==> src/design/eafr_pkg.sv <==
// Package for the escaped API frame receiver.
// Holds the shared token type, byte codes, result kinds and default sizes.
package eafr_pkg;

    localparam int unsigned HEADER_BYTES_DEF = 5;
    localparam int unsigned QUEUE_DEPTH_DEF  = 4;

    localparam logic [7:0] ESC_BYTE   = 8'h7D;
    localparam logic [7:0] START_BYTE = 8'h7E;
    localparam logic [7:0] ESC_XOR    = 8'h20;
    localparam logic [7:0] SUM_BASE   = 8'hFF;

    localparam logic [15:0] MAX_LENGTH_RST = 16'd256;

    localparam logic [1:0] KIND_PAYLOAD = 2'd0;
    localparam logic [1:0] KIND_GOOD    = 2'd1;
    localparam logic [1:0] KIND_CSUM    = 2'd2;
    localparam logic [1:0] KIND_LENGTH  = 2'd3;

    // One unescaped byte moving between the front, the queue and the back.
    typedef struct packed {
        logic       valid;
        logic [7:0] data;
    } t_tok;

endpackage

==> src/design/eafr_front.sv <==
// Front end of the escaped API frame receiver: accepts line bytes and removes escapes.
// Depends on eafr_pkg; feeds eafr_queue.
module eafr_front import eafr_pkg::*; (
    input  logic       i_clk,
    input  logic       i_rst_n,
    input  logic       i_rx_valid,
    output logic       o_rx_ready,
    input  logic [7:0] i_rx_byte,
    input  logic       i_q_full,
    output t_tok       o_push
);

    logic r_esc;
    logic n_esc;
    logic w_accept;

    assign o_rx_ready = !i_q_full;
    assign w_accept   = i_rx_valid && !i_q_full;

    always_comb begin
        n_esc       = r_esc;
        o_push      = '0;
        o_push.data = r_esc ? (i_rx_byte ^ ESC_XOR) : i_rx_byte;
        if (w_accept) begin
            // The escape byte itself is swallowed and only marks the next one.
            if (i_rx_byte == ESC_BYTE) begin
                n_esc = 1'b1;
            end else begin
                n_esc        = 1'b0;
                o_push.valid = 1'b1;
            end
        end
    end

    always_ff @(posedge i_clk) begin
        if (!i_rst_n) begin
            r_esc <= 1'b0;
        end else begin
            r_esc <= n_esc;
        end
    end

endmodule

==> src/design/eafr_queue.sv <==
// Short register queue of unescaped bytes between front and back end.
// Depends on eafr_pkg.
module eafr_queue import eafr_pkg::*; #(
    parameter int unsigned DEPTH = QUEUE_DEPTH_DEF
) (
    input  logic i_clk,
    input  logic i_rst_n,
    input  t_tok i_push,
    output logic o_full,
    output t_tok o_head,
    input  logic i_pop
);

    localparam int unsigned PTR_W = (DEPTH > 1) ? $clog2(DEPTH) : 1;
    localparam int unsigned CNT_W = $clog2(DEPTH + 1);

    logic [7:0]       r_mem [DEPTH];
    logic [PTR_W-1:0] r_wr_ptr;
    logic [PTR_W-1:0] r_rd_ptr;
    logic [CNT_W-1:0] r_count;
    logic             w_pop;

    assign o_full      = (r_count == CNT_W'(DEPTH));
    assign o_head.valid = (r_count != '0);
    assign o_head.data  = r_mem[r_rd_ptr];
    assign w_pop       = i_pop && o_head.valid;

    always_ff @(posedge i_clk) begin
        if (i_push.valid) begin
            r_mem[r_wr_ptr] <= i_push.data;
        end
    end

    always_ff @(posedge i_clk) begin
        if (!i_rst_n) begin
            r_wr_ptr <= '0;
            r_rd_ptr <= '0;
            r_count  <= '0;
        end else begin
            if (i_push.valid) begin
                r_wr_ptr <= (r_wr_ptr == PTR_W'(DEPTH - 1)) ? '0 : r_wr_ptr + 1'b1;
            end
            if (w_pop) begin
                r_rd_ptr <= (r_rd_ptr == PTR_W'(DEPTH - 1)) ? '0 : r_rd_ptr + 1'b1;
            end
            if (i_push.valid && !w_pop) begin
                r_count <= r_count + 1'b1;
            end else if (!i_push.valid && w_pop) begin
                r_count <= r_count - 1'b1;
            end
        end
    end

endmodule

==> src/design/eafr_back.sv <==
// Back end of the escaped API frame receiver: frame state machine, checksum,
// counters and the result register. Depends on eafr_pkg.
module eafr_back import eafr_pkg::*; #(
    parameter int unsigned HEADER_BYTES = HEADER_BYTES_DEF
) (
    input  logic        i_clk,
    input  logic        i_rst_n,
    input  logic        i_cfg_we,
    input  logic [15:0] i_cfg_wdata,
    input  t_tok        i_head,
    output logic        o_pop,
    output logic        o_res_valid,
    input  logic        i_res_ready,
    output logic [1:0]  o_kind,
    output logic [7:0]  o_data_byte,
    output logic [15:0] o_frame_bytes,
    output logic [15:0] o_good_frames,
    output logic [15:0] o_error_frames,
    output logic [31:0] o_total_bytes
);

    localparam logic [2:0] MODE_IDLE    = 3'd0;
    localparam logic [2:0] MODE_LEN_HI  = 3'd1;
    localparam logic [2:0] MODE_LEN_LO  = 3'd2;
    localparam logic [2:0] MODE_HEADER  = 3'd3;
    localparam logic [2:0] MODE_PAYLOAD = 3'd4;

    localparam logic [15:0] HDR_LAST = 16'(HEADER_BYTES);

    logic [2:0]  r_mode, n_mode;
    logic [15:0] r_len, n_len;
    logic [15:0] r_idx, n_idx;
    logic [7:0]  r_sum, n_sum;
    logic [15:0] r_pcnt, n_pcnt;
    logic [15:0] r_good, n_good;
    logic [15:0] r_err, n_err;
    logic [31:0] r_total, n_total;
    logic [15:0] r_max;

    logic        r_res_valid;
    logic [1:0]  r_kind, n_kind;
    logic [7:0]  r_data, n_data;
    logic [15:0] r_fbytes, n_fbytes;
    logic        n_emit;

    logic [7:0]  w_b;
    logic [15:0] w_len_full;

    // A byte is taken whenever the result register is free or drains this cycle.
    assign o_pop      = i_head.valid && (!r_res_valid || i_res_ready);
    assign w_b        = i_head.data;
    assign w_len_full = {r_len[15:8], w_b};

    always_comb begin
        n_mode   = r_mode;
        n_len    = r_len;
        n_idx    = r_idx;
        n_sum    = r_sum;
        n_pcnt   = r_pcnt;
        n_good   = r_good;
        n_err    = r_err;
        n_total  = r_total;
        n_emit   = 1'b0;
        n_kind   = KIND_PAYLOAD;
        n_data   = '0;
        n_fbytes = '0;
        unique case (r_mode)
            MODE_LEN_HI: begin
                n_len  = {w_b, 8'h00};
                n_mode = MODE_LEN_LO;
            end
            MODE_LEN_LO: begin
                n_len = w_len_full;
                if (w_len_full > r_max) begin
                    n_err  = r_err + 1'b1;
                    n_mode = MODE_IDLE;
                    n_emit = 1'b1;
                    n_kind = KIND_LENGTH;
                end else begin
                    n_mode = MODE_HEADER;
                end
            end
            MODE_HEADER: begin
                n_sum = r_sum + w_b;
                n_idx = r_idx + 1'b1;
                if (n_idx >= HDR_LAST) begin
                    n_mode = MODE_PAYLOAD;
                end
            end
            MODE_PAYLOAD: begin
                n_emit   = 1'b1;
                n_fbytes = r_pcnt;
                if (r_idx < r_len) begin
                    n_sum    = r_sum + w_b;
                    n_pcnt   = r_pcnt + 1'b1;
                    n_idx    = r_idx + 1'b1;
                    n_kind   = KIND_PAYLOAD;
                    n_data   = w_b;
                    n_fbytes = n_pcnt;
                end else begin
                    n_mode = MODE_IDLE;
                    if ((SUM_BASE - r_sum) == w_b) begin
                        n_good  = r_good + 1'b1;
                        n_total = r_total + 32'(r_pcnt);
                        n_kind  = KIND_GOOD;
                    end else begin
                        n_err  = r_err + 1'b1;
                        n_kind = KIND_CSUM;
                    end
                end
            end
            default: begin
                // Idle, and any code that cannot occur, waits for a delimiter.
                n_mode = MODE_IDLE;
                if (w_b == START_BYTE) begin
                    n_mode = MODE_LEN_HI;
                    n_len  = '0;
                    n_idx  = '0;
                    n_sum  = '0;
                    n_pcnt = '0;
                end
            end
        endcase
    end

    always_ff @(posedge i_clk) begin
        if (!i_rst_n) begin
            r_mode      <= MODE_IDLE;
            r_len       <= '0;
            r_idx       <= '0;
            r_sum       <= '0;
            r_pcnt      <= '0;
            r_good      <= '0;
            r_err       <= '0;
            r_total     <= '0;
            r_max       <= MAX_LENGTH_RST;
            r_res_valid <= 1'b0;
        end else begin
            if (i_cfg_we) begin
                r_max <= i_cfg_wdata;
            end
            if (o_pop) begin
                r_mode  <= n_mode;
                r_len   <= n_len;
                r_idx   <= n_idx;
                r_sum   <= n_sum;
                r_pcnt  <= n_pcnt;
                r_good  <= n_good;
                r_err   <= n_err;
                r_total <= n_total;
            end
            if (o_pop) begin
                r_res_valid <= n_emit;
            end else if (i_res_ready) begin
                r_res_valid <= 1'b0;
            end
        end
    end

    always_ff @(posedge i_clk) begin
        if (o_pop && n_emit) begin
            r_kind        <= n_kind;
            r_data        <= n_data;
            r_fbytes      <= n_fbytes;
            o_good_frames  <= n_good;
            o_error_frames <= n_err;
            o_total_bytes  <= n_total;
        end
    end

    assign o_res_valid   = r_res_valid;
    assign o_kind        = r_kind;
    assign o_data_byte   = r_data;
    assign o_frame_bytes = r_fbytes;

endmodule

==> src/design/escaped_api_frame_receiver.sv <==
// Escaped API frame receiver, top level. A line byte that causes a result is first
// written into the queue; the frame logic then loads the result register from it.
// Throughput: one line byte per cycle while no result is held; an escape byte is
// swallowed and gives no result. A held result stalls the back end, and once the
// queue is full rx ready drops until the result is taken.
// Reset: synchronous active low; clears the queue, escape flag, frame state and
// counters, and sets max_length to 256.
module escaped_api_frame_receiver import eafr_pkg::*; #(
    parameter int unsigned HEADER_BYTES = HEADER_BYTES_DEF,
    parameter int unsigned QUEUE_DEPTH  = QUEUE_DEPTH_DEF
) (
    input  logic        i_clk,
    input  logic        i_rst_n,
    input  logic        i_cfg_we,
    input  logic [15:0] i_cfg_wdata,
    input  logic        i_rx_valid,
    output logic        o_rx_ready,
    input  logic [7:0]  i_rx_byte,
    output logic        o_res_valid,
    input  logic        i_res_ready,
    output logic [1:0]  o_kind,
    output logic [7:0]  o_data_byte,
    output logic [15:0] o_frame_bytes,
    output logic [15:0] o_good_frames,
    output logic [15:0] o_error_frames,
    output logic [31:0] o_total_bytes
);

    t_tok w_push;
    t_tok w_head;
    logic w_full;
    logic w_pop;

    eafr_front u_front (
        .i_clk      (i_clk),
        .i_rst_n    (i_rst_n),
        .i_rx_valid (i_rx_valid),
        .o_rx_ready (o_rx_ready),
        .i_rx_byte  (i_rx_byte),
        .i_q_full   (w_full),
        .o_push     (w_push)
    );

    eafr_queue #(
        .DEPTH (QUEUE_DEPTH)
    ) u_queue (
        .i_clk   (i_clk),
        .i_rst_n (i_rst_n),
        .i_push  (w_push),
        .o_full  (w_full),
        .o_head  (w_head),
        .i_pop   (w_pop)
    );

    eafr_back #(
        .HEADER_BYTES (HEADER_BYTES)
    ) u_back (
        .i_clk          (i_clk),
        .i_rst_n        (i_rst_n),
        .i_cfg_we       (i_cfg_we),
        .i_cfg_wdata    (i_cfg_wdata),
        .i_head         (w_head),
        .o_pop          (w_pop),
        .o_res_valid    (o_res_valid),
        .i_res_ready    (i_res_ready),
        .o_kind         (o_kind),
        .o_data_byte    (o_data_byte),
        .o_frame_bytes  (o_frame_bytes),
        .o_good_frames  (o_good_frames),
        .o_error_frames (o_error_frames),
        .o_total_bytes  (o_total_bytes)
    );

endmodule

==> config.mk <==
export PLATFORM = sky130hd
export DESIGN_NAME = escaped_api_frame_receiver
export DESIGN_NICKNAME = d
export VERILOG_FILES = /design/src/design/eafr_pkg.sv /design/src/design/eafr_front.sv /design/src/design/eafr_queue.sv /design/src/design/eafr_back.sv /design/src/design/escaped_api_frame_receiver.sv
export SDC_FILE = /design/constraint.sdc
export NUM_CORES = 1
export LEC_CHECK = 0
export ABC_CLOCK_PERIOD_IN_PS = 8270
export BUFFER_PORTS_ARGS = -buffer_cell sky130_fd_sc_hd__buf_4
export CORE_UTILIZATION = 50
export CTS_CLUSTER_SIZE = 12
export DETAILED_ROUTE_END_ITERATION = 8
export GPL_TIMING_DRIVEN = 0
export MAX_ROUTING_LAYER = met4
export PLACE_DENSITY_LB_ADDON = 0.2
export SKIP_LAST_GASP = 1
export SLEW_MARGIN = 5
export SYNTH_ARGS = -nofsm -noshare
export SYNTH_HDL_FRONTEND = slang
export SYNTH_SLANG_ARGS = --single-unit
==> constraint.sdc <==
create_clock -name i_clk -period 8.27 [get_ports i_clk]
set_clock_uncertainty 0.05 [all_clocks]
set_input_delay 0.827 -clock i_clk [delete_from_list [all_inputs] [get_ports i_clk]]
set_output_delay 0.827 -clock i_clk [all_outputs]
set_load 0.005 [all_outputs]
# Yosys cells after proc, flatten, opt, wreduce, memory -nomap -nowiden
# Memories as Yosys holds them, arrays and structs flattened. A register that Yosys moved wholly into a read port is not among the register bits.
# Cells that the tools add are included.
# W data, S select, Z words.
# word_totals
ff_bits,238
ramBits,32
input_bits,29
output_inout_bits,92
elab_cells,125
mem_count,1
# op_classes
add_sub_neg,11
n_lt_le_gt_ge,3
eq_ne,13
mux,44
n_bitwise,5
reduce_logical,27
# mem_list
memory,depth,word_bits,rd,rd_ports_with_merged_regs,wr,line_no,text
u_queue.r_mem,4,8,1,1,1,eafr_queue.sv:17,logic [7:0] r_mem [DEPTH];
# ops
cell,n
$mux W16,9
$mux W32,3
$pmux W16 S3,2
$add A16 B1 Y16 const B,4
$pmux W16 S2,2
$add A32 B16 Y32,1
$pmux W8 S3,1
$eq A8 B7 Y1 const B,2
$ge A16 B3 Y1 const B,1
$gt A16 B16 Y1,1
$lt A16 B16 Y1,1
$mux W2,8
$mux W8,2
$mux W3,4
$pmux W3 S4,1
$mux W1,9
$reduce_and A3 Y1,3
$reduce_bool A3 Y1,3
$add A8 B8 Y8,1
$eq A8 B8 Y1,1
$reduce_and A4 Y1,2
$reduce_bool A2 Y1,4
$sub A8 B8 Y8 const A,1
$eq A3 B2 Y1 const B,2
18 further kinds,35

# Depth between registers and ports, before layout
# depth
depth_word,8
mapped_depth,13
depth_no_buf,11

# By module
# A second synthesis with hierarchy kept.
# unflattened
hier_cells,1423
hier_area_um2,13980.9
# modules_own_cells
module,instances,cells_per_inst,area_each_um2,seq_area_each_um2
eafr_back,1,1318,12208.0,5505.3
eafr_queue,1,88,1630.3,1141.1
eafr_front,1,17,142.6,20.0

# Worst setup path before layout
# OpenSTA, ideal clock, no wires.
# synth_path
kind,register to register
startpoint,register with a tool-made name
endpoint,"register u_back.r_data[0], in the netlist u_back.o_data_byte[0], enable pin"
setup_ns,0.444
arrival_ns,4.373
required_ns,7.776
slack_ns,3.404
path_stages_with_launch,11
path_buffers,1
synth_period_minus_slack_ns,4.866
cell_sequence,dfxtp_1 > buf_6 > mux4_1 > ha_1 > nor2b_1 > o211ai_1 > a2111o_1 > o211ai_1 > a21oi_1 > or3_1 > inv_1
# synth_rtl
element,line_no,text
end signal: assignment,eafr_back.sv:163,r_data <= n_data;
end: declaration,eafr_back.sv:42,"logic [7:0] r_data, n_data;"

# Final worst setup path
# layout_path
startpoint,register u_back.r_len[14]
endpoint,register u_back.o_error_frames[6] (data pin)
# layout_via
elab_chain_len,3
elab_cells_between_ends,5
cone_classes,order compare (2); mux (3)
# layout_rtl
element,line_no,text
start: declaration,eafr_back.sv:31,"logic [15:0] r_len, n_len;"
start signal: assignment,eafr_back.sv:144,r_len <= n_len;
$lt A16 B16 Y1 / $gt A16 B16 Y1 (equally long branches),"eafr_back.sv:93, eafr_back.sv:74",
$mux W16 (on tied branches),"eafr_back.sv:93, eafr_back.sv:74",
$pmux W16 S2 *,eafr_back.sv:67,unique case (r_mode)
named net u_back.n_err[6],eafr_back.sv:36,"logic [15:0] r_err, n_err;"
end signal: assignment,eafr_back.sv:166,o_error_frames <= n_err;
end: declaration,eafr_back.sv:18,"output logic [15:0] o_error_frames,"
# The timed path passes the listed nets; every way through them passes the cells marked *.
# A chain may end at the register's enable or synchronous reset.

==> flow_summary.toml <==
[sta]
max_freq_mhz = 227
slew-limit-headroom = 0.140
setup-tns-final_ns = 0
grt_setup_unrepaired = "no"
post-route-min-period_ns = 4.40
slew_viol_final = 0
final-hold-violation-count = 0
report.final.setup_viol = 0
worst_slew_pin_slew_ns = 1.27
layout_worst_path_cycle_share = 0.532
hold-worst-slack_ns = 0.418

[grt]
grt_pass1_vias = 10456
grt_max_degree = 69
grt.overflow.total = 0
global_route.usage.total = 0.251
grt_antenna_before_repair = 0
grt_first_pass_wirelength_mm = 55.2

[route]
route.final.wire_length_mm = 35.1
drt_first_pass_iters = 6
drt-vias-per-instance = 5.84
detailroute.via_count = 11449
dr.first_iter.drc_count = 928
route.detailed.wl_per_inst_um = 17.9
post-route-drc-count = 0
ant_nets = 0

[clock_network]
tritoncts.num_buffers = 29
clk_pin_slew_worst_paths_ns = 0.06
h-tree-depth = 1
cts.sinks = 272
tritoncts = "done"
clock_path_buffers = 3
post-cts-setup-buffers = 0
clock_insertion_delay_worst_skew_ns = 0.55
cts-hold-fix-buffers = 0
ctsRootBufferMaster = "sky130_fd_sc_hd__clkbuf_16"
postCtsResizedCells = 0

[yosys]
cell_count_after_synthesis = 1413
combinational_family_with_the_most_area_after_synthesis = "simple AND/OR/NAND/NOR gates"
synth_most_common_cell = "sky130_fd_sc_hd__dfxtp_1"
yosys.cell_types.count = 69
synth-adder-area-share = 0.0644
synth.cells.most_frequent = "sky130_fd_sc_hd__dfxtp_1 (150), sky130_fd_sc_hd__nand2_1 (130), sky130_fd_sc_hd__edfxtp_1 (122)"
synthDominantAreaCellType = "sky130_fd_sc_hd__edfxtp_1"
synth_simple_gate_area_share = 0.171
synth_enable_flop_cells = 122
postSynthNetCount = 1511
yosys-mux-area-fraction = 0.0412
synth_compound_gate_area_share = 0.153
yosys.area_share.xor_xnor = 0.0529
post_synth_main_area_contributors = "sky130_fd_sc_hd__edfxtp_1 (26%), sky130_fd_sc_hd__dfxtp_1 (22%), sky130_fd_sc_hd__ha_1 (5.9%)"
post_synth_instance_area_um2 = 13900
synthArstFlopShare = 0
syn-mean-instance-area_um2 = 9.85
synth_seq_cells = 272
synth_top_flop_cell = "sky130_fd_sc_hd__dfxtp_1"
synth.yosys.seq_area_share = 0.479
synth_warnings = 0
synth_largest_type_area_fraction = 0.263

[worst_setup_path]
critical_path_arrival_ns = 4.64
path_class = "flip-flop to flip-flop"
cp-start-kind = "flip-flop"
setup.worst_path.end_class = "flip-flop"
cp.required_ns = 8.51
timing.critical_path.fanout_max = 10

[power]
pwr_density_cell_nw_per_um2 = 210
worst_ir_drop_vdd_uv = 169
totalPowerFinal_w = 0.00341
cellLeakagePower_nw = 6.02

[finish]
area_delta_synth_final_pct = 16.5
finish.net_count = 1662
fillers = 2336
num_antenna_cells = 0
layout-drive-gt1-share = 0.122

[floorplanning]
number_of_ports_placed_on_the_die_boundary = 121
fp.dieW_um = 169
fp.dieH_um = 169
placement_rows = 60
core_region_area_um2 = 27100
die-area_um2 = 28500
start_util = 0.513

[place]
dp_hpwl_mm = 25.4
routabilityCongestion = 0.948
port_buffers = 119

[worst_hold_path]
min_path_type = "flip-flop to flip-flop"

[outcome]
outcome = "finished, final reports clean"

[flow_run]
max_cap_viol_count = 0
-- critical path, stage by stage, from the launching register on --
cell and delay [ns]:
sky130_fd_sc_hd__dfxtp_1 0.34, sky130_fd_sc_hd__inv_1 0.07, sky130_fd_sc_hd__ha_1 0.31, sky130_fd_sc_hd__and4_1 0.20
sky130_fd_sc_hd__nor4b_1 1.01, sky130_fd_sc_hd__a21oi_1 0.51, sky130_fd_sc_hd__nor3_1 0.86, sky130_fd_sc_hd__clkbuf_1 0.42
sky130_fd_sc_hd__o21ai_0 0.20, sky130_fd_sc_hd__xnor2_1 0.17
-- final cells by class --
cell class | instances | area, µm² | area share
Timing Repair Buffer | 120 | 921 | 0.0568
Inverter | 60 | 228 | 0.0140
Clock buffer | 45 | 841 | 0.0518
Tap cell | 372 | 465 | 0.0287
Clock inverter | 9 | 72.6 | 0.00447
Multi-Input combinational cell | 1006 | 6720 | 0.414
Buffer | 75 | 303 | 0.0187
Sequential cell | 272 | 6670 | 0.411
-- state kept, by name, summed over array words and instances, names as in the netlist, 3 cells and up, named ones only --
name / cells
u_back.r_sum: 8
u_back.o_good_frames: 16
u_back.r_mode: 3
u_back.o_total_bytes: 32
u_queue.r_count: 3
u_back.r_len: 16
u_back.r_good: 16
u_back.o_data_byte: 8
u_queue.r_mem: 32
u_back.o_frame_bytes: 16
u_back.r_pcnt: 16
u_back.r_total: 32
u_back.r_idx: 16
u_back.r_max: 16
u_back.r_err: 16
u_back.o_error_frames: 16
-- metrics by stage --
step           setup slack [ns]  utilization  std cells  cell area (µm²)
2_1_floorplan              3.40            -       1413            13900
4_1_cts                    3.93        0.598       1959            16200
3_3_place_gp               2.11        0.564       1904            15300
3_5_place_dp               3.99        0.565       1905            15300
5_1_grt                    3.76        0.598       1959            16200
6_report                   3.87        0.598       1959            16200
-- report_power, final --
group          total, W  switching (W)  internal, W
logic          0.000648       0.000422     0.000227
clock network   0.00125       0.000521     0.000728
registers       0.00151      0.0000406      0.00147
total           0.00341       0.000983      0.00243
-- final timing paths --
check	cells after the start	end	slack, ns	start
worst max-delay path	9	u_back.o_error_frames[6]	3.87	u_back.r_len[14]
worst max register to register	9	u_back.o_error_frames[6]	3.87	u_back.r_len[14]
worst min-delay path	2	u_back.r_sum[4]	0.42	u_back.r_sum[4]
worst min register to register	2	u_back.r_sum[4]	0.42	u_back.r_sum[4]
-- layout by cell type (no fill, tap or decap), drive strengths merged, types with 34 or more instances in the layout --
master / instances
dfxtp: 150
buf: 131
nand2: 130
edfxtp: 122
clkbuf: 109
a21oi: 97
nor2: 88
o21ai: 76
ha: 66
inv: 60
nand3: 52
xor2: 52
nor3: 38
mux2i: 34
-- layer usage --
layer,vias to the layer above,track usage,part of all wire,routed length [µm]
met3,63,0.0332,0.065,2280
met5,-,-,0,0
met4,0,0.0739,0.023,795
li1,5515,-,-,-
met1,5457,0.331,0.45,15700
met2,414,0.404,0.46,16300
-- cells by family after synthesis --
kind of cell,Yosys count
buf+inv,135
mux,46
xor+xnor,84
compound gates,335
fa+ha+maj,70
flops,272
simple gates,471
Power figures use the tool's default switching activity.
